## src/rtl/gamepad_input_conditioner_unit_macros.svh

```systemverilog
// Assertion macros shared by the gamepad input conditioner RTL.
`ifndef GAMEPAD_INPUT_CONDITIONER_UNIT_MACROS_SVH
`define GAMEPAD_INPUT_CONDITIONER_UNIT_MACROS_SVH

`ifndef SYNTH
// Same-cycle implication, disabled while in reset.
`define GIC_ASSERT_IMP(label, clk, rst_n, ante, cons) \
    label: assert property (@(posedge clk) disable iff (!rst_n) (ante) |-> (cons)) \
        else $error("gic assertion failed");
// Next-cycle implication, disabled while in reset.
`define GIC_ASSERT_NXT(label, clk, rst_n, ante, cons) \
    label: assert property (@(posedge clk) disable iff (!rst_n) (ante) |=> (cons)) \
        else $error("gic assertion failed");
`else
`define GIC_ASSERT_IMP(label, clk, rst_n, ante, cons)
`define GIC_ASSERT_NXT(label, clk, rst_n, ante, cons)
`endif

`endif

```

## src/rtl/gic_pkg.sv

```systemverilog
// Types and constants for the gamepad input conditioner.
`default_nettype none
package gic_pkg;

    localparam int BTN_W   = 16;
    localparam int AXIS_W  = 16;
    localparam int FILT_W  = 24;   // 16.8 filter state
    localparam int FRAC_W  = 8;
    localparam int ALPHA_W = 16;
    localparam int TIMER_W = 16;
    localparam int AMT_W   = 8;
    localparam int NUM_AXES = 4;

    localparam int CFG_IDX_W  = 1;
    localparam int CFG_DATA_W = 16;
    localparam logic [CFG_IDX_W-1:0] CFG_FILTER_ALPHA     = 1'b0;
    localparam logic [CFG_IDX_W-1:0] CFG_ROTATION_TIMEOUT = 1'b1;

    localparam logic [ALPHA_W-1:0] ALPHA_RESET   = 16'd9362;
    localparam logic [TIMER_W-1:0] TIMEOUT_RESET = 16'd60;

    typedef enum logic [1:0] {
        QUAD_FIRST  = 2'd0,
        QUAD_SECOND = 2'd1,
        QUAD_THIRD  = 2'd2,
        QUAD_LAST   = 2'd3
    } quad_t;

    typedef struct packed {
        logic                      connected;
        logic [BTN_W-1:0]          buttons;
        logic signed [AXIS_W-1:0]  left_x;
        logic signed [AXIS_W-1:0]  left_y;
        logic signed [AXIS_W-1:0]  right_x;
        logic signed [AXIS_W-1:0]  right_y;
        logic                      set_left_rumble;
        logic [AMT_W-1:0]          left_amount;
        logic [TIMER_W-1:0]        left_ticks;
        logic                      set_right_rumble;
        logic [AMT_W-1:0]          right_amount;
        logic [TIMER_W-1:0]        right_ticks;
    } item_t;

    typedef struct packed {
        logic [BTN_W-1:0]          buttons_pressed;
        logic [BTN_W-1:0]          buttons_released;
        logic signed [AXIS_W-1:0]  smooth_left_x;
        logic signed [AXIS_W-1:0]  smooth_left_y;
        logic signed [AXIS_W-1:0]  smooth_right_x;
        logic signed [AXIS_W-1:0]  smooth_right_y;
        logic                      rotation_done;
        logic [AMT_W-1:0]          left_motor;
        logic [AMT_W-1:0]          right_motor;
        logic                      link_up;
    } result_t;

    // Results of the button, gesture and rumble logic for one tick.
    typedef struct packed {
        logic [BTN_W-1:0] pressed;
        logic [BTN_W-1:0] released;
        logic             rotation_done;
        logic [AMT_W-1:0] left_motor;
        logic [AMT_W-1:0] right_motor;
    } ctrl_res_t;

endpackage
`default_nettype wire

```

## src/rtl/gic_axis_lane.sv

```systemverilog
// One low-pass filter lane: 16.8 state, f += round(alpha*(x*256 - f) / 65536).
`default_nettype none
module gic_axis_lane (
    input  wire logic                               clk,
    input  wire logic                               rst_n,
    input  wire logic                               step,
    input  wire logic [gic_pkg::ALPHA_W-1:0]        alpha,
    input  wire logic signed [gic_pkg::AXIS_W-1:0]  sample,
    output logic signed [gic_pkg::AXIS_W-1:0]       smooth
);
    import gic_pkg::*;

    logic signed [FILT_W-1:0]             filt_reg;
    logic signed [FILT_W-1:0]             filt_next;
    logic signed [FILT_W:0]               diff;
    logic signed [ALPHA_W:0]              alpha_s;
    logic signed [FILT_W+ALPHA_W+1:0]     prod;
    logic signed [FILT_W+ALPHA_W+1:0]     prod_rnd;
    logic signed [FILT_W+1:0]             delta;
    logic signed [FILT_W+1:0]             filt_sum;
    logic signed [FILT_W-1:0]             filt_new;

    always_comb
    begin
        diff     = (FILT_W+1)'($signed({sample, {FRAC_W{1'b0}}})) - (FILT_W+1)'(filt_reg);
        alpha_s  = $signed({1'b0, alpha});
        prod     = diff * alpha_s;
        // add one half, then floor through the arithmetic shift
        prod_rnd = prod + (FILT_W+ALPHA_W+2)'(32768);
        delta    = prod_rnd[FILT_W+ALPHA_W+1:ALPHA_W];
        filt_sum = (FILT_W+2)'(filt_reg) + delta;
        filt_new = filt_sum[FILT_W-1:0];   // stays between old f and x*256
        filt_next = step ? filt_new : filt_reg;
        smooth   = filt_next[FILT_W-1:FRAC_W];
    end

    always_ff @(posedge clk or negedge rst_n)
    begin
        if (!rst_n)
        begin
            filt_reg <= '0;
        end
        else
        begin
            filt_reg <= filt_next;
        end
    end

endmodule
`default_nettype wire

```

## config.mk

```make
export PLATFORM = sky130hd
export DESIGN_NAME = gic_axis_lane
export DESIGN_NICKNAME = d
export VERILOG_FILES = /design/src/rtl/gamepad_input_conditioner_unit_macros.svh /design/src/rtl/gic_pkg.sv /design/src/rtl/gic_axis_lane.sv
export SDC_FILE = /design/constraint.sdc
export NUM_CORES = 1
export LEC_CHECK = 0
export ABC_AREA = 1
export BUFFER_PORTS_ARGS = -buffer_cell sky130_fd_sc_hd__buf_2
export CORE_MARGIN = 5
export CORE_UTILIZATION = 60
export DETAILED_ROUTE_END_ITERATION = 8
export PLACE_DENSITY = 0.83
export REMOVE_ABC_BUFFERS = 1
export SYNTH_ARGS = -nofsm -noshare
export SYNTH_HDL_FRONTEND = slang
export SYNTH_SLANG_ARGS = --single-unit
```

## constraint.sdc

```tcl
create_clock -name clk -period 11.45 [get_ports clk]
set_clock_uncertainty 0.15 [all_clocks]
set_input_delay 1.145 -clock clk [delete_from_list [all_inputs] [get_ports clk]]
set_output_delay 1.145 -clock clk [all_outputs]
set_load 0.1 [all_outputs]
```

# Yosys cells after proc, flatten, opt, wreduce, memory -nomap -nowiden
# Cells that the tools add are included.
# Widths: inputs -> output; s select.
[classes] n_addsub=3 multipliers=1 n_mux=1
[ops] cell="$add 40x17->40 const B" n=1
[ops] cell="$mul 25x17->40" n=1
[ops] cell="$sub 24x24->25" n=1
[ops] cell="$add 24x24->24" n=1
[ops] cell="$mux 24" n=1
[totals] regBits=24 input_bits=35 output_inout_bits=16 elab_cells=7

# Logic depth before layout (Yosys ltp)
# Gate-level depths: netlist (run 1).
[logic_depth] word_depth=5 mapped_depth=54

# Worst setup path before layout (run 1)
# No wires, ideal clock.
[synth_timing] path_type="input-to-output" start="in sample[4] in the netlist's numbering" end="out smooth[4] in the netlist's numbering" t_arrival_ns=10.680 slack_ns=-0.525 stages=37 n_path_buf=2 cell_sequence="ha_1 > a21oi_2 > o21ai_0 > or2_1 > a21oi_2 > o21ai_1 > or2_1 > buf_2 > nand2_2 > buf_4 > nor2_1 > fa_1 > inv_1 > fa_1 > fa_1 > inv_1 > fa_1 > fa_1 > inv_1 > fa_1 > inv_1 > ha_1 > nand2_1 > nor2_1 > inv_1 > nor3_1 > and3_1 > a21oi_1 > xnor2_1 > ha_1 > a21oi_1 > a21boi_1 > o21ai_0 > a21oi_1 > o21ai_0 > xnor2_1 > o21ai_0"
[synth_between] elab_chain_len=5
[synth_lines] item="start, declared" line_no="gic_axis_lane.sv:8" source="input wire logic signed [gic_pkg::AXIS_W-1:0] sample,"
[synth_lines] item="$sub 24x24->25" line_no="gic_axis_lane.sv:25" source="diff = (FILT_W+1)'($signed({sample, {FRAC_W{1'b0}}})) - (FILT_W+1)'(filt_reg);"
[synth_lines] item="$mul 25x17->40" line_no="gic_axis_lane.sv:27" source="prod = diff * alpha_s;"
[synth_lines] item="$add 40x17->40" line_no="gic_axis_lane.sv:29" source="prod_rnd = prod + (FILT_W+ALPHA_W+2)'(32768);"
[synth_lines] item="$add 24x24->24" line_no="gic_axis_lane.sv:31" source="filt_sum = (FILT_W+2)'(filt_reg) + delta;"
[synth_lines] item="$mux 24" line_no="gic_axis_lane.sv:33" source="filt_next = step ? filt_new : filt_reg;"
[synth_lines] item="end, declared" line_no="gic_axis_lane.sv:9" source="output logic signed [gic_pkg::AXIS_W-1:0] smooth"
# No other way between the ends.

# Worst setup path after layout (run 1)
[layout_timing] start="in sample[8] in the netlist's numbering" end="out smooth[13] in the netlist's numbering"
# The elaborated chain is that of the path after synthesis.

==> impl_metrics.yaml, run 1 <==
setup_path:
  cpMaxStageDelayCell: "fa_1"
  timing.critical_path.fanout_max: 16
  crit_end: "smooth[13]"
  ff2ff_setup_slack_ns: 2.13
  ff2ff_path_depth: 38
  r2r-start: "filt_reg[16]"
  critical_path.startpoint_type: "input port"
  rr_endpoint: "filt_reg[21]"
  critical_path.max_stage_delay_ns: 0.57
  cp.arrival_ns: 9.98
  worst_ep_required_time_ns: 10.16
  timing.critical_path.to_type: "output pin"
  dominant_cell_type_by_count_on_the_critical_path: "fa_1"
  worstSetupStartpoint: "sample[8]"
  worstSetupPathType: "in2out"
sta:
  finalWorstSetupSlack_ns: 0.177
  layout_worst_path_cycle_share_pct: 98.5
  hold_slack_ns: 0.413
  worst_slew_pin_slew_ns: 0.989
  timing.final.max_slew_violations: 0
  totalNegativeSetupSlack_ns: 0
  fmaxAchievable_ghz: 0.0887
  timing.slew.headroom_pct: 34.0
  hold_violations: 0
  setup-violations-final: 0
  period_minus_slack_ns: 11.27
yosys:
  synth_seq_area_share_pct: 3.39
  syn_inst: 2289
  number_of_flops_mapped_to_enable_cells_by_yosys: 0
  yosys-top-cells-area: "fa_1 42%, inv_1 13%, ha_1 11%"
  yosys.cell_count.top_type: "inv_1"
  ys.flop_type: "dfrtp_1"
  postSynth.asyncResetShare_pct: 100
  synth.lib_cells_used.distinct: 54
  synth_largest_type_area_fraction_pct: 42.4
  synth_area_per_cell_um2: 7.73
  ys_ff_latch: 24
  mappedNetlistArea_mm2: 0.0177
  synth_commonest_cells: "623 x inv_1, 375 x fa_1, 368 x nand2_1, 256 x nor2_1, 159 x ha_1"
  ys_warn_count: 0
  post-synth-top-area-cell: "fa_1"
route:
  detail_route.vias_per_cell: 5.55
  drc_viols: 0
  first_pass_iters: 6
  first_iter_violations: 1427
  final_routed_wirelength_across_all_metal_layers_mm: 52.6
  drtAntennaViolNets: 0
  wire_per_inst_um: 19.1
  route.vias.total: 15300
cts:
  clk_pin_slew_ns: 0.07
  tritoncts.num_buffers: 3
  tritoncts: "done"
  cts.sink_count: 24
  root_buffer: "clkbuf_16"
  cts_htree_levels: 1
  worstSkewPairLatency_ns: 0.27
  cts.path.max_buffers: 2
die:
  die_height_um: 182
  dieWidth_um: 182
  pin_count: 51
  initial_utilization_pct: 61.1
  die_area_mm2: 0.0330
  cell_rows: 62
  floorplan.core_area_mm2: 0.0289
placement:
  placer_congestion: 1.05
  hpwl_mm: 45.4
  placement.io_buffers: 50
  place_ws_ns: -0.193
global_routing:
  via_count_of_the_first_global_routing_pass: 16300
  grt_util_all_layers_pct: 31.8
  maximum_number_of_pins_on_one_net_before_global_route_repair: 28
  globalRoute.totalOverflow: 0
  grt_antenna_before_repair: 1
  grt_first_pass_wirelength_mm: 83.7
cells_and_area:
  final_nets: 2944
  largest_register_ffs: 24
  layout-area-overhead-vs-synth_pct: 11.1
  drive_gt1_share_pct: 12.6
  count_of_filler_cells_inserted_in_the_layout: 2382
worst_hold_path:
  worst_hold_path_type: "reg2reg"
job:
  max_cap_viol_count: 0
outcome:
  outcome: "finished, final reports clean"
## through the flow
stage               std cells  utilization, %  instance area, µm²
detailed placement       2748            65.6               19000
floorplan                2240               -               17500
global placement         2748            65.6               19000
CTS                      2752            66.0               19100
global route             2758            67.9               19700
finish                   2759            67.9               19700
## repair_timing
action | 4_1_cts | 5_1_grt
gates resized for setup | 8 | 114
hold buffers | 0 | 0
endpoints found under the setup margin | 7 | 16
pin swaps | 1 | 30
buffers inserted | 0 | 6
## cells in the final DEF, fill, tap and decap left out, types with 13 or more instances in the layout
cell / synthesis / routed
inv_1: 623 / 621
fa_1: 375 / 374
nand2_1: 368 / 362
nor2_1: 256 / 248
ha_1: 159 / 131
buf_4: 4 / 76
a21oi_1: 80 / 65
nand3_1: 67 / 64
o21ai_0: 61 / 50
buf_2: 6 / 36
or2_2: 33 / 33
xor2_1: 36 / 31
dfrtp_1: 24 / 24
nor2_2: 15 / 22
a21oi_2: 4 / 18
xnor2_1: 17 / 17
ha_4: 0 / 17
o21ai_1: 6 / 13
buf_12: 0 / 13
## layout make-up
cell class	count	area (µm²)	share of cell area, %
multi-input cells	1578	15000	76.3
inverters	638	2400	12.2
repair buffers	130	1080	5.50
flip-flops and latches	24	601	3.06
well taps	384	480	2.44
clock buffers	4	88.8	0.452
diodes	1	2.50	0.0127
## worst min-delay path by stage
stage	from	end	slack, ns	depth (start not counted)
CTS	filt_reg[3]	filt_reg[3]	0.41	2
floorplan	filt_reg[3]	filt_reg[3]	0.33	2
detailed placement	filt_reg[3]	filt_reg[3]	0.40	2
global placement	filt_reg[3]	filt_reg[3]	0.39	2
global route	filt_reg[23]	filt_reg[23]	0.45	2
finish	filt_reg[23]	filt_reg[23]	0.41	2
## worst max-delay path, delay by kind of cell
kind	cells	cell delay [ns]
AOI/OAI and AO/OA	9	1.56
xor gates and xnor gates	2	0.46
adders and majority gates	9	4.21
buffers and inverters	9	1.02
and+or+nand+nor	10	1.54
## metal layers
layer / part of all wire (%) / routed length (µm) / global-route usage [%]
met1: 38 / 20000 / 41.6
met2: 48 / 25200 / 52.9
met3: 9.2 / 4830 / 5.22
met4: 4.7 / 2480 / 13.3
met5: 0 / 0 / 0
## cell families (layout without fill, tap and decap cells)
group | Yosys count | in the layout | share of synthesized area, %
compound gates | 198 | 198 | 6.41
other cells | 0 | 1 | 0
simple gates | 788 | 788 | 18.6
xor+xnor | 58 | 58 | 3.15
buf+inv | 687 | 772 | 14.7
fa+ha+maj | 534 | 534 | 53.7
flops | 24 | 24 | 3.39
Power of run 1 is not shown: default switching activity piles up to over one toggle a cycle in this logic, so the estimate is an artifact.
==> run 2: changes to the inputs <==
--- a/config.mk
+++ b/config.mk
@@ -11,6 +11,7 @@
 export CORE_UTILIZATION = 60
 export DETAILED_ROUTE_END_ITERATION = 8
 export PLACE_DENSITY = 0.83
+export RECOVER_POWER = 50
 export REMOVE_ABC_BUFFERS = 1
 export SYNTH_ARGS = -nofsm -noshare
 export SYNTH_HDL_FRONTEND = slang
==> constraint.sdc (replaced) <==
create_clock -name clk -period 13.7 [get_ports clk]
set_clock_uncertainty 0.15 [all_clocks]
set_input_delay 1.37 -clock clk [delete_from_list [all_inputs] [get_ports clk]]
set_output_delay 1.37 -clock clk [all_outputs]
set_load 0.1 [all_outputs]
==> run 2 against run 1 <==
Net effect: the flow now finishes with violations (capacitance limit); die area stayed put; global-route usage is 1.5 points lower; critical path depth is 1 lower; first-iteration DRC count is 1.2% higher; cell count is 2.7% lower; core utilization is 4.6 points lower; sequential cell count stayed put; via count is 2.1% lower; critical path type unchanged; critical endpoint is now smooth[14]; non-clock buffer count is 73 lower; sequential share of layout area is 0.22 points higher; wire length is 6.7% lower; setup slack better by 0.73 ns.
==> impl_metrics.yaml, run 2 (same netlist as run 1, synthesis figures left out) <==
outcome:
  outcome: "finished with violations"
  violations_in_the_final_reports: "capacitance limit"
cts:
  cts_repair_resize_count: 0
  tritoncts.num_buffers: 3
  root_buffer: "clkbuf_16"
  tritoncts: "done"
  worstSkewPairLatency_ns: 0.27
  clk_pin_slew_ns: 0.07
  cts.sink_count: 24
  cts_hold_repair.buffers: 0
  cts_htree_levels: 1
  cts.path.max_buffers: 2
  post-cts-setup-buffer-count: 0
sta:
  finalWorstSetupSlack_ns: 0.905
  rsz0062_at_grt: "false"
  timing.final.max_slew_violations: 0
  layout_worst_path_cycle_share_pct: 93.4
  timing.slew.headroom_pct: 0.201
  period_minus_slack_ns: 12.80
  setup-violations-final: 0
  fmaxAchievable_ghz: 0.0782
  hold_violations: 0
  worst_slew_pin_slew_ns: 1.50
  totalNegativeSetupSlack_ns: 0
global_routing:
  grt_antenna_before_repair: 1
  via_count_of_the_first_global_routing_pass: 15800
  global_route.usage.met2_pct: 49.7
  met1_usage_pct: 39.8
  globalRoute.totalOverflow: 0
  grt_util_all_layers_pct: 30.3
  grt_busiest_layer: "met2"
  groute.layer.met3.usage_pct: 6.02
  grt_first_pass_wirelength_mm: 80.4
  maximum_number_of_pins_on_one_net_before_global_route_repair: 28
die:
  die_area_mm2: 0.0330
  dieWidth_um: 182
  floorplan.core_area_mm2: 0.0289
  initial_utilization_pct: 61.1
  pin_count: 51
  cell_rows: 62
  die_height_um: 182
route:
  drtAntennaViolNets: 0
  detail_route.vias_per_cell: 5.58
  route.vias.total: 15000
  final_routed_wirelength_across_all_metal_layers_mm: 49.0
  first_iter_violations: 1444
  drc_viols: 0
  wire_per_inst_um: 18.3
  first_pass_iters: 6
setup_path:
  timing.critical_path.to_type: "output pin"
  cp.arrival_ns: 11.28
  dominant_cell_type_by_count_on_the_critical_path: "fa_1"
  critical_path.startpoint_type: "input port"
  worst_ep_required_time_ns: 12.18
  buffer_and_inverter_count_on_the_worst_path: 7
  cpMaxStageDelayCell: "fa_1"
  critical_path.max_stage_delay_ns: 0.77
  worstSetupPathType: "in2out"
  cp_top_family: "adder cells"
  timing.critical_path.fanout_max: 9
job:
  max_cap_viol_count: 1
cells_and_area:
  mostFrequentLayoutCell: "inv_1"
  drive_gt1_share_pct: 6.00
  layout_common_cells: "623 x inv_1, 375 x fa_1, 368 x nand2_1"
  layout-area-overhead-vs-synth_pct: 3.64
  largest_register_ffs: 24
  final_nets: 2871
  count_of_filler_cells_inserted_in_the_layout: 2464
placement:
  placer_congestion: 1.04
  place_ws_ns: 1.11
  hpwl_mm: 42.6
  placement.io_buffers: 50
worst_hold_path:
  worst_hold_path_type: "reg2reg"
run 2: changes by cell type in the layout (fill, tap and decap cells not counted), moves of 11 or more:
cell	delta
buf_4	-69
ha_1	+28
ha_4	-17
a21oi_1	+15
a21oi_2	-14
buf_12	-13
buf_2	+13
o21ai_0	+12
ha_2	-11
run 2: cell type report:
class / count / area, µm² / area share, %
Multi-Input combinational cell: 1578 / 14500 / 79.0
Inverter: 638 / 2400 / 13.1
Sequential cell: 24 / 601 / 3.28
Tap cell: 384 / 480 / 2.62
Timing Repair Buffer: 57 / 302 / 1.64
Clock buffer: 3 / 75.1 / 0.409
Antenna cell: 1 / 2.50 / 0.0136
run 2: final timing paths:
path	start	endpoint	slack (ns)	cells after the start
max	sample[12]	smooth[14]	0.90	38
min	filt_reg[23]	filt_reg[23]	0.37	2
max reg2reg	filt_reg[0]	filt_reg[22]	2.99	37
min reg2reg	filt_reg[23]	filt_reg[23]	0.37	2
max in group asynchronous	rst_n	filt_reg[0]	11.23	1
min in group asynchronous	rst_n	filt_reg[12]	1.30	1
run 2: through the flow:
step / util (%) / hold WS (ns) / area [µm²] / instances
4_1_cts: 63.4 / 0.363 / 18300 / 2684
6_report: 63.4 / 0.365 / 18300 / 2685
3_5_place_dp: 63.1 / 0.345 / 18300 / 2681
2_1_floorplan: - / 0.331 / 17500 / 2240
5_1_grt: 63.4 / 0.419 / 18300 / 2684
3_3_place_gp: 63.1 / 0.325 / 18300 / 2681
run 2: metal layers:
layer	part of all wire, %	vias up
li1	-	6732
met1	39	7271
met2	47	793
met3	9.7	197
met4	5.2	0
met5	0	-
run 2: worst reg2reg max path, delay by kind of cell (launching register included):
family / cells / cell delay, ns
XOR/XNOR: 2 / 1.21
AO/OA/AOI/OAI: 8 / 1.67
buffers and inverters: 6 / 0.96
flip-flops: 1 / 0.69
AND/OR/NAND/NOR: 12 / 2.12
adder cells (fa/ha/maj): 9 / 3.76
Power of run 2 is left out for the same reason.
