## src/rtl/gamepad_input_conditioner_unit_macros.svh

```systemverilog
// Assertion macros shared by the gamepad input conditioner RTL.
`ifndef GAMEPAD_INPUT_CONDITIONER_UNIT_MACROS_SVH
`define GAMEPAD_INPUT_CONDITIONER_UNIT_MACROS_SVH

`ifndef SYNTH
// Same-cycle implication, disabled while in reset.
`define GIC_ASSERT_IMP(label, clk, rst_n, ante, cons) \
    label: assert property (@(posedge clk) disable iff (!rst_n) (ante) |-> (cons)) \
        else $error("gic assertion failed");
// Next-cycle implication, disabled while in reset.
`define GIC_ASSERT_NXT(label, clk, rst_n, ante, cons) \
    label: assert property (@(posedge clk) disable iff (!rst_n) (ante) |=> (cons)) \
        else $error("gic assertion failed");
`else
`define GIC_ASSERT_IMP(label, clk, rst_n, ante, cons)
`define GIC_ASSERT_NXT(label, clk, rst_n, ante, cons)
`endif

`endif

```

## src/rtl/gic_pkg.sv

```systemverilog
// Types and constants for the gamepad input conditioner.
`default_nettype none
package gic_pkg;

    localparam int BTN_W   = 16;
    localparam int AXIS_W  = 16;
    localparam int FILT_W  = 24;   // 16.8 filter state
    localparam int FRAC_W  = 8;
    localparam int ALPHA_W = 16;
    localparam int TIMER_W = 16;
    localparam int AMT_W   = 8;
    localparam int NUM_AXES = 4;

    localparam int CFG_IDX_W  = 1;
    localparam int CFG_DATA_W = 16;
    localparam logic [CFG_IDX_W-1:0] CFG_FILTER_ALPHA     = 1'b0;
    localparam logic [CFG_IDX_W-1:0] CFG_ROTATION_TIMEOUT = 1'b1;

    localparam logic [ALPHA_W-1:0] ALPHA_RESET   = 16'd9362;
    localparam logic [TIMER_W-1:0] TIMEOUT_RESET = 16'd60;

    typedef enum logic [1:0] {
        QUAD_FIRST  = 2'd0,
        QUAD_SECOND = 2'd1,
        QUAD_THIRD  = 2'd2,
        QUAD_LAST   = 2'd3
    } quad_t;

    typedef struct packed {
        logic                      connected;
        logic [BTN_W-1:0]          buttons;
        logic signed [AXIS_W-1:0]  left_x;
        logic signed [AXIS_W-1:0]  left_y;
        logic signed [AXIS_W-1:0]  right_x;
        logic signed [AXIS_W-1:0]  right_y;
        logic                      set_left_rumble;
        logic [AMT_W-1:0]          left_amount;
        logic [TIMER_W-1:0]        left_ticks;
        logic                      set_right_rumble;
        logic [AMT_W-1:0]          right_amount;
        logic [TIMER_W-1:0]        right_ticks;
    } item_t;

    typedef struct packed {
        logic [BTN_W-1:0]          buttons_pressed;
        logic [BTN_W-1:0]          buttons_released;
        logic signed [AXIS_W-1:0]  smooth_left_x;
        logic signed [AXIS_W-1:0]  smooth_left_y;
        logic signed [AXIS_W-1:0]  smooth_right_x;
        logic signed [AXIS_W-1:0]  smooth_right_y;
        logic                      rotation_done;
        logic [AMT_W-1:0]          left_motor;
        logic [AMT_W-1:0]          right_motor;
        logic                      link_up;
    } result_t;

    // Results of the button, gesture and rumble logic for one tick.
    typedef struct packed {
        logic [BTN_W-1:0] pressed;
        logic [BTN_W-1:0] released;
        logic             rotation_done;
        logic [AMT_W-1:0] left_motor;
        logic [AMT_W-1:0] right_motor;
    } ctrl_res_t;

endpackage
`default_nettype wire

```

## src/rtl/gic_tick_ctrl.sv

```systemverilog
// Button edges, rotation gesture tracker and rumble countdowns.
`default_nettype none
`include "gamepad_input_conditioner_unit_macros.svh"
module gic_tick_ctrl #(
    parameter int BUTTON_BITS = 16
) (
    input  wire logic                        clk,
    input  wire logic                        rst_n,
    input  wire logic                        accept,
    input  wire gic_pkg::item_t              item,
    input  wire logic [gic_pkg::TIMER_W-1:0] rotation_timeout,
    output gic_pkg::ctrl_res_t               res
);
    import gic_pkg::*;

    localparam int USED_BITS = (BUTTON_BITS < BTN_W) ? BUTTON_BITS : BTN_W;

    logic [USED_BITS-1:0] held_reg,   held_next;
    quad_t                quad_reg,   quad_next;
    logic [TIMER_W-1:0]   timer_reg,  timer_next;
    logic [AMT_W-1:0]     lstr_reg,   lstr_next;
    logic [TIMER_W-1:0]   lcnt_reg,   lcnt_next;
    logic [AMT_W-1:0]     rstr_reg,   rstr_next;
    logic [TIMER_W-1:0]   rcnt_reg,   rcnt_next;

    logic                 conn;
    logic [USED_BITS-1:0] btn;
    logic                 lx_pos, lx_neg, ly_pos, ly_neg;
    quad_t                quad_t0;
    logic [TIMER_W-1:0]   timer_t0;

    always_comb
    begin
        conn   = item.connected;
        btn    = item.buttons[USED_BITS-1:0];
        lx_pos = !item.left_x[AXIS_W-1] && (item.left_x != '0);
        lx_neg = item.left_x[AXIS_W-1];
        ly_pos = !item.left_y[AXIS_W-1] && (item.left_y != '0);
        ly_neg = item.left_y[AXIS_W-1];

        held_next  = held_reg;
        quad_next  = quad_reg;
        timer_next = timer_reg;
        lstr_next  = lstr_reg;
        lcnt_next  = lcnt_reg;
        rstr_next  = rstr_reg;
        rcnt_next  = rcnt_reg;
        res.pressed  = '0;
        res.released = '0;

        // rumble loads apply even when the pad is away
        if (item.set_left_rumble)
        begin
            lstr_next = item.left_amount;
            lcnt_next = item.left_ticks;
        end
        if (item.set_right_rumble)
        begin
            rstr_next = item.right_amount;
            rcnt_next = item.right_ticks;
        end

        quad_t0  = quad_reg;
        timer_t0 = timer_reg;

        if (conn)
        begin
            res.pressed[USED_BITS-1:0]  = btn & ~held_reg;
            res.released[USED_BITS-1:0] = held_reg & ~btn;
            held_next = btn;

            // stick in the first quadrant restarts the gesture
            if (lx_pos && ly_pos)
            begin
                quad_t0  = QUAD_FIRST;
                timer_t0 = rotation_timeout;
            end
            if (timer_t0 != '0)
            begin
                timer_next = timer_t0 - 1'b1;
                quad_next  = quad_t0;
                if (quad_next == QUAD_LAST)
                    quad_next = QUAD_FIRST;
                if (lx_pos && !ly_pos && quad_next == QUAD_FIRST)
                    quad_next = QUAD_SECOND;
                if (!lx_pos && ly_neg && quad_next == QUAD_SECOND)
                    quad_next = QUAD_THIRD;
                if (lx_neg && !ly_neg && quad_next == QUAD_THIRD)
                    quad_next = QUAD_LAST;
            end
            else
            begin
                timer_next = timer_t0;
                quad_next  = QUAD_FIRST;
            end

            if (lcnt_next != '0)
                lcnt_next = lcnt_next - 1'b1;
            else
                lstr_next = '0;
            if (rcnt_next != '0)
                rcnt_next = rcnt_next - 1'b1;
            else
                rstr_next = '0;
        end

        res.rotation_done = (quad_next == QUAD_LAST);
        res.left_motor    = lstr_next;
        res.right_motor   = rstr_next;
    end

    always_ff @(posedge clk or negedge rst_n)
    begin
        if (!rst_n)
        begin
            held_reg  <= '0;
            quad_reg  <= QUAD_FIRST;
            timer_reg <= '0;
            lstr_reg  <= '0;
            lcnt_reg  <= '0;
            rstr_reg  <= '0;
            rcnt_reg  <= '0;
        end
        else if (accept)
        begin
            held_reg  <= held_next;
            quad_reg  <= quad_next;
            timer_reg <= timer_next;
            lstr_reg  <= lstr_next;
            lcnt_reg  <= lcnt_next;
            rstr_reg  <= rstr_next;
            rcnt_reg  <= rcnt_next;
        end
    end

    // an expired gesture with the stick outside the first quadrant falls back to first
    `GIC_ASSERT_NXT(a_expired_first, clk, rst_n, accept && conn && timer_reg == '0 && !(lx_pos && ly_pos), quad_reg == QUAD_FIRST)

endmodule
`default_nettype wire

```

## config.mk

```make
export PLATFORM = sky130hd
export DESIGN_NAME = gic_tick_ctrl
export DESIGN_NICKNAME = d
export VERILOG_FILES = /design/src/rtl/gic_pkg.sv /design/src/rtl/gic_tick_ctrl.sv
export VERILOG_INCLUDE_DIRS = /design/src /design/src/rtl
export SDC_FILE = /design/constraint.sdc
export NUM_CORES = 1
export LEC_CHECK = 0
export BUFFER_PORTS_ARGS = -buffer_cell sky130_fd_sc_hd__buf_2
export CAP_MARGIN = 40
export CORE_UTILIZATION = 40
export CTS_CLUSTER_DIAMETER = 30
export DETAILED_ROUTE_END_ITERATION = 8
export SLEW_MARGIN = 20
export SYNTH_ARGS = -nofsm -noshare
export SYNTH_HDL_FRONTEND = slang
export SYNTH_SLANG_ARGS = --single-unit
export TNS_END_PERCENT = 20
```

## constraint.sdc

```tcl
create_clock -name clk -period 6.3 [get_ports clk]
set_clock_uncertainty 0.2 [all_clocks]
set_input_delay 1.26 -clock clk [delete_from_list [all_inputs] [get_ports clk]]
set_output_delay 1.26 -clock clk [all_outputs]
set_load 0.02 [all_outputs]
```

Word-level counts from Yosys, hierarchy flattened --
Index checks and enable logic that the tools add are counted.
Word-level totals: register bits 82, output and inout bits 49
Operators by class: add/subtract/negate cells 3, equality and inequality tests 4, multiplexer cells 30, bitwise gates (word level) 4, reductions and logical operators 20
Operators with widths (count):
- 16-bit two-way mux | 9
- 16-bit nonzero test | 5
- 8-bit two-way mux | 6
- 16-bit by 1-bit subtractor with 16-bit output (second input constant) | 3
- 16-bit AND | 2
- 32-bit two-way mux | 1
- 16-bit inverter | 2
- 2-bit two-way mux | 14
- 1-bit logical AND | 9
- 2-bit == test (second input constant) | 3
- 1-bit zero test | 4
- 2-bit by 1-bit == test with 1-bit output (second input constant) | 1
- 2-bit zero test | 1
- 2-bit AND reduction | 1

Longest topological paths before layout --
Gate-level depths: netlist (run 1).
depth after elaboration 25, mapped depth 14, mapped depth without buffers 12

Least setup slack after synthesis (run 1) --
OpenSTA, ideal clock, no wires.
path kind input -> output, start point input item[84] (netlist bit), end point output res[16] (netlist bit), data arrival time 4.741 ns, required time 4.840 ns, slack 0.099 ns, stages on the path 13, buffers on the path 2, cell sequence nor4_1 > a41oi_1 > nand2_1 > buf_2 > clkbuf_1 > mux2i_1 > ha_1 > or3b_2 > nor4_2 > and4_1 > a21oi_1 > or3b_2 > o21ai_0
RTL lines:
- from (decl) | RTL line gic_tick_ctrl.sv:10 | input wire gic_pkg::item_t item,
- to (decl) | RTL line gic_tick_ctrl.sv:12 | output gic_pkg::ctrl_res_t res

==> key figures, run 1 <==
Placed design
  – Dpl hpwl: 13060 µm
  – Cell Count Post-Placement: 1146
  – Area post-placement: 7492 µm²
  – GP Congestion: slightly below 0.9
  – Input/output buffers: 166

Route
  – Via count: ~6600
  – Avg WL per Cell: between 15 and 20 µm
  – Via density per instance: approximately 5.6
  – Detailed Route WL: 18250 µm
  – Iter 0 DRT Violations: 425
  – Drc violations: 0
  – Post-route ant nets: 0
  – Drt pass-1 iters: 5

GRT
  – Largest net degree at the start of global routing: 45
  – Overflow after GRT: 0
  – Number of global-route vias before repair: 6012
  – Global-route wire length before repair: 29900 µm
  – Initial antenna violation count: 0
  – Tot GR Track Use: 0.2248

Layout
  – Post-layout util: 0.4922
  – Nets@finish: ~1100
  – Area Overhead vs Synth: 20.75%
  – Antenna fix cells: 0
  – Share of layout cells above drive strength 1: 0.2336
  – Final Non-Filler Cells: 1162
  – Final Instance Area: 7790 µm²
  – Fillers: 1573

Floorplan
  – Die area: between 15000 and 20000 µm²
  – Die span in y: roughly 130 µm
  – FP Rows: 46
  – Die X: roughly 130 µm
  – Core Footprint: 15830 µm²
  – I/O pin total: approximately 200
  – Initial Utilization: 0.4076

Worst setup path
  – Type of the worst setup path: input pin to primary output
  – CP arrival: 4.46 ns
  – Reg2reg path depth: 8
  – CP Launch Type: input pin
  – Slowest stage delay, CP: 0.49 ns
  – Crit-path slowest cell: or3b_2
  – Critical-path cell list: buf_2 > nor4_1 > a41oi_1 > nand2_1 > mux2i_1 > ha_1 > or3b_2 > nor4_2 > and4_1 > a21oi_1 > or3b_2 > o21ai_0 > buf_2
  – Largest fanout on the critical path: 6
  – Required @ worst endpoint: 4.84 ns
  – Setup crit end kind: primary output
  – FF-to-FF setup slack: 3.22 ns

Clock tree
  – Clock tree from TritonCTS: built
  – Clock transition at path regs: 0.06 ns
  – Post-CTS Hold Buffers: 0
  – Postcts setup bufs: 0
  – Clock Path Buffers: 2
  – Root buffer cell: clkbuf_16
  – Worst-skew pair later-pin latency: 0.34 ns
  – Post-cts sizing count: 0
  – Clk sink count: 82
  – Htree depth: 3
  – CTS Buf Count: 9

Worst hold path
  – Hold Path Class: register to register
  – Hold path cells: 1

Synth
  – Top cells by instance count after synthesis: nor2_1 (101), nand2_1 (98), dfrtp_1 (82)
  – Synth Instances: 795
  – Syn. warnings: 0
  – Syn Area/Cell: around 8.1 µm²
  – Sequential area share after synthesis: 0.3181
  – Yosys cell types: 73
  – EDFF count, synth: 0
  – #FFs+latches synth: between 80 and 90
  – Top-count cell post-synth: nor2_1
  – Synthesized area: 6451 µm²
  – Ranking of synthesized cells by area: dfrtp_1 (32%), mux2i_1 (8.1%), nor2_1 (5.9%)
  – Largest area contributor in the netlist: dfrtp_1
  – Syn Nets: 950
  – Main synth FF type: dfrtp_1
  – Top cell type's share of synthesized area: 0.3181
  – Async set or reset register ratio after synthesis: 1.000

Timing
  – Count of final max-slew check failures: 0
  – F_max: around 0.17 GHz
  – Relative slew slack: 0.4692
  – Final Critical Period: 5.922 ns
  – Slew @ Worst Pin: about 0.8 ns
  – Final worst path period share: 0.9399
  – Final hold vios: 0
  – Unrepaired setup endpoints after global routing: false
  – Final setup vio count: 0
  – Final setup TNS: 0 ns
  – Hold Slack: 0.2914 ns

Flow run
  – MaxCap Viol Count: 0

Pwr
  – Worst VDD drop: between 0.0001 and 0.00015 V
  – Pwr dens: between 200 and 250 nW/µm²
  – Static Leak: 0.003469 µW

Status
  – Status: finished clean
[layout by cell type (no fill, tap or decap), drive strengths merged, types with 15 or more instances in the layout]
master / Yosys / layout
dfrtp: 82 / 82
mux2i: 52 / 52
nor3b: 28 / 28
nor2: 101 / 101
o21ai: 33 / 33
o221ai: 24 / 24
nor3: 28 / 28
a21oi: 34 / 34
nand2: 98 / 98
inv: 33 / 33
a211oi: 15 / 15
nor4: 25 / 25
xnor2: 15 / 15
buf: 11 / 182
or3: 22 / 22
[final timing paths]
| path | from | end |
|---|---|---|
| max in group asynchronous | rst_n | held_reg[13] |
| min reg2reg | lstr_reg[1] | lstr_reg[1] |
| min in group asynchronous | rst_n | rcnt_reg[13] |
| min | lstr_reg[1] | lstr_reg[1] |
| max reg2reg | rcnt_reg[0] | rcnt_reg[14] |
| max | item[84] | res[16] |
[kinds of logic (layout without fill, tap and decap cells)]
group                      after synthesis  after routing  share of synthesized area
and+or+nand+nor                        360            360                     0.2812
muxes                                   61             61                    0.09639
buffers and inverters                   79            230                    0.04868
xor gates and xnor gates                29             29                    0.03937
adders and majority gates                5              5                   0.009697
DFF                                     82             82                     0.3181
AOI/OAI and AO/OA                      179            179                     0.2066
[per-stage QoR]
stage | setup slack (ns) | total power, µW
2_1_floorplan | 0.09873 | 1061
3_3_place_gp | 0.3707 | 1227
3_5_place_dp | 0.3917 | 1237
4_1_cts | 0.3828 | 1769
5_1_grt | 0.1020 | 1865
6_report | 0.3783 | 1750
[where the power goes]
part	total, µW	internal, µW	leakage [µW]	switching, µW
combinational	514	222	0.00236	292
sequential	714	626	0.000974	87.9
clock	522	298	0.000137	224
total	1750	1150	0.00347	603
[critical path: cells and delay by family]
kind	cells	cell delay, ns
AO/OA/AOI/OAI	3	0.51
adder cells (fa/ha/maj)	1	0.28
buffers and inverters	2	0.26
AND/OR/NAND/NOR	6	1.88
multiplexers	1	0.26
[metal layers]
layer | up-vias | part of all wire | track usage
met2 | 170 | 0.47 | 0.3606
met5 | - | 0 | 0
met4 | 0 | 0.017 | 0.07682
met3 | 27 | 0.038 | 0.02578
met1 | 3124 | 0.48 | 0.3137
li1 | 3235 | - | -
[layout make-up]
class / instances / area, µm² / area share
clock inverters: 3 / 23.77 / 0.003052
repair buffers: 182 / 968.4 / 0.1243
multi-input cells: 634 / 4085 / 0.5244
inverters: 33 / 123.9 / 0.01590
well taps: 216 / 270.3 / 0.03469
flip-flops and latches: 82 / 2052 / 0.2634
clock buffers: 12 / 266.5 / 0.03421
(Power assumes the default switching activity.)
==> run 2, diff against run 1 <==
--- a/config.mk
+++ b/config.mk
@@ -6,11 +6,13 @@
 export SDC_FILE = /design/constraint.sdc
 export NUM_CORES = 1
 export LEC_CHECK = 0
+export ABC_AREA = 1
 export BUFFER_PORTS_ARGS = -buffer_cell sky130_fd_sc_hd__buf_2
 export CAP_MARGIN = 40
 export CORE_UTILIZATION = 40
 export CTS_CLUSTER_DIAMETER = 30
 export DETAILED_ROUTE_END_ITERATION = 8
+export PLACE_DENSITY = 0.66
 export SLEW_MARGIN = 20
 export SYNTH_ARGS = -nofsm -noshare
 export SYNTH_HDL_FRONTEND = slang
==> key figures, run 2 <==
Synth
  – Top cells by instance count after synthesis: nand2_1 (312), inv_1 (117), nor2_1 (95)
  – Async set or reset register ratio after synthesis: 1.000 (unchanged)
  – Yosys cell types: 39 (-47%)
  – EDFF count, synth: 0 (unchanged)
  – Syn Area/Cell: 6.529 µm² (-20%)
  – Largest area contributor in the netlist: dfrtp_1
  – Synth Instances: 920 (+16%)
  – Synthesized area: 6007 µm² (-6.9%)
  – Syn. warnings: 0 (unchanged)
  – Ranking of synthesized cells by area: dfrtp_1 (34%), nand2_1 (19%), inv_1 (7.3%)
  – Sequential area share after synthesis: 0.3416 (+0.02352)
  – Top cell type's share of synthesized area: 0.3416 (+0.02352)
  – #FFs+latches synth: 82 (unchanged)
  – Syn Nets: 1075 (+13%)
  – Main synth FF type: dfrtp_1
  – Top-count cell post-synth: nand2_1

Status
  – Status: finished clean

Worst setup path
  – CP Launch Type: input pin
  – Setup crit end kind: primary output
  – Type of the worst setup path: input pin to primary output
  – CP arrival: 3.75 ns (-0.71 ns)
  – Largest fanout on the critical path: 26 (+20)
  – Required @ worst endpoint: 4.84 ns (about the same)

Floorplan
  – Die span in y: 124.5 µm (-3.4%)
  – Die area: 15510 µm² (-6.8%)
  – Initial Utilization: 0.4117 (+0.004161)
  – I/O pin total: 199 (unchanged)
  – Die X: 124.5 µm (-3.4%)
  – FP Rows: 44 (-4.3%)
  – Core Footprint: 14590 µm² (-7.8%)

Placed design
  – Input/output buffers: 166 (unchanged)
  – GP Congestion: 0.8885 (+1.2%)
  – Dpl hpwl: 10870 µm (-17%)

Pwr
  – Static Leak: 0.004002 µW (+15%)
  – Worst VDD drop: 0.0001432 V (+20%)
  – Pwr dens: 255.0 nW/µm² (+14%)

Timing
  – Count of final max-slew check failures: 0 (unchanged)
  – Relative slew slack: 0.4934 (+0.02419)
  – Final setup TNS: 0 ns (unchanged)
  – Slew @ Worst Pin: 0.7599 ns (-0.02768 ns)
  – Final Critical Period: 5.210 ns (-0.7118 ns)
  – Final hold vios: 0 (unchanged)
  – Final setup vio count: 0 (unchanged)
  – Final worst path period share: 0.8270 (-0.1130)
  – Unrepaired setup endpoints after global routing: false
  – F_max: 0.1919 GHz (+14%)

Layout
  – Commonest cells after routing, fill and taps aside: nand2_1 (312), buf_2 (165), inv_1 (117)
  – Nets@finish: 1221 (+11%)
  – Most common cell after layout, fill and taps aside: nand2_1
  – Area Overhead vs Synth: 21.27%
  – Antenna fix cells: 0 (unchanged)
  – Share of layout cells above drive strength 1: 0.2222 (-0.01139)
  – Post-layout util: 0.4993 (+0.007140)

GRT
  – Number of global-route vias before repair: 5458 (-9.2%)
  – Global-route wire length before repair: 25430 µm (-15%)
  – Largest net degree at the start of global routing: 56 (+24%)
  – Initial antenna violation count: 0 (unchanged)
  – Overflow after GRT: 0 (unchanged)
  – Tot GR Track Use: 0.1976 (-0.02712)

Clock tree
  – Root buffer cell: clkbuf_16
  – Post-CTS Hold Buffers: 0 (unchanged)
  – Clock transition at path regs: 0.06 ns (about the same)
  – Htree depth: 3 (unchanged)
  – CTS Buf Count: 9 (unchanged)
  – Clk sink count: 82 (unchanged)
  – Worst-skew pair later-pin latency: 0.35 ns (about the same)
  – Clock Path Buffers: 2 (unchanged)
  – Postcts setup bufs: 0 (unchanged)
  – Clock tree from TritonCTS: built
  – Post-cts sizing count: 0 (unchanged)

Route
  – Detailed Route WL: 14880 µm (-18%)
  – Iter 0 DRT Violations: 298 (-30%)
  – Post-route ant nets: 0 (unchanged)
  – Via density per instance: 4.729 (-16%)
  – Drc violations: 0 (unchanged)
  – Drt pass-1 iters: 4 (-1)
  – Avg WL per Cell: 11.86 µm (-25%)
  – Via count: 5935 (-9.5%)

Flow run
  – MaxCap Viol Count: 0 (unchanged)

Worst hold path
  – Hold Path Class: register to register
[run 2: changes by cell type after synthesis, sizes merged, moves of 16 or more]
cell / delta
nand2: +219
inv: +88
mux2i: -51
o21ai: +50
nand3: +37
a21oi: -32
nor3b: -28
nor4: -25
o221ai: -24
or3: -22
clkbuf: -16
[run 2: critical path: stages]
cell and delay, ns:
buf_2 0.10, nor2_1 0.04, nand2_1 0.04, nor2_1 0.03
nand2_1 0.05, nand2_1 0.11, nor2_4 0.48, nand2_1 0.13
o21ai_2 0.14, ha_1 0.31, nand3_2 0.16, nor2_2 0.17
nand2_2 0.24, nand3_1 0.17, nand2_1 0.06, nand2_1 0.07
inv_1 0.04, buf_2 0.15
[run 2: area by class of cell]
class                   instances  area, µm²
inverters                     123      461.7
clock buffers                  11      242.7
clock inverters                 5      125.1
flip-flops and latches         82       2052
fillers                      1546       7305
multi-input cells             678       3294
well taps                     184      230.2
repair buffers                172      878.3
[run 2: stage by stage]
stage	instance area [µm²]	setup slack [ns]	total power (µW)	cells	hold slack [ns]
6_report	7284	1.090	1858	1255	0.2812
5_1_grt	7284	0.7466	1982	1255	0.3075
4_1_cts	7284	1.078	1876	1255	0.2873
3_5_place_dp	6917	1.090	1209	1239	0.2670
3_3_place_gp	6917	1.077	1200	1239	0.2613
2_1_floorplan	6007	1.715	1062	920	0.2491
[run 2: path summary, 6_finish.rpt]
path | start | end | cells after the start | slack [ns]
max reg2reg | lcnt_reg[0] | lcnt_reg[3] | 13 | 3.75
min in group asynchronous | rst_n | lcnt_reg[3] | 1 | 0.65
max | item[97] | res[16] | 18 | 1.09
min reg2reg | timer_reg[6] | timer_reg[6] | 2 | 0.28
min | timer_reg[6] | timer_reg[6] | 2 | 0.28
max in group asynchronous | rst_n | timer_reg[14] | 2 | 4.25
[run 2: routing by layer]
metal,part of all wire,global-route usage
met5,0,0
met2,0.47,0.3386
met4,0.013,0.06166
met1,0.48,0.2569
met3,0.035,0.02663
[run 2: cell families after synthesis]
group / Yosys count / share of synthesized area
adder cells (fa/ha/maj): 5 / 0.01041
AND/OR/NAND/NOR: 517 / 0.3608
multiplexers: 17 / 0.03166
buffers and inverters: 160 / 0.1100
XOR/XNOR: 31 / 0.04520
AO/OA/AOI/OAI: 108 / 0.1004
flip-flops: 82 / 0.3416
[run 2: where the power goes]
part           switching [µW]  leakage (µW)  internal (µW)
clock network             221      0.000180            438
logic                     338       0.00281            199
registers                48.7       0.00101            614
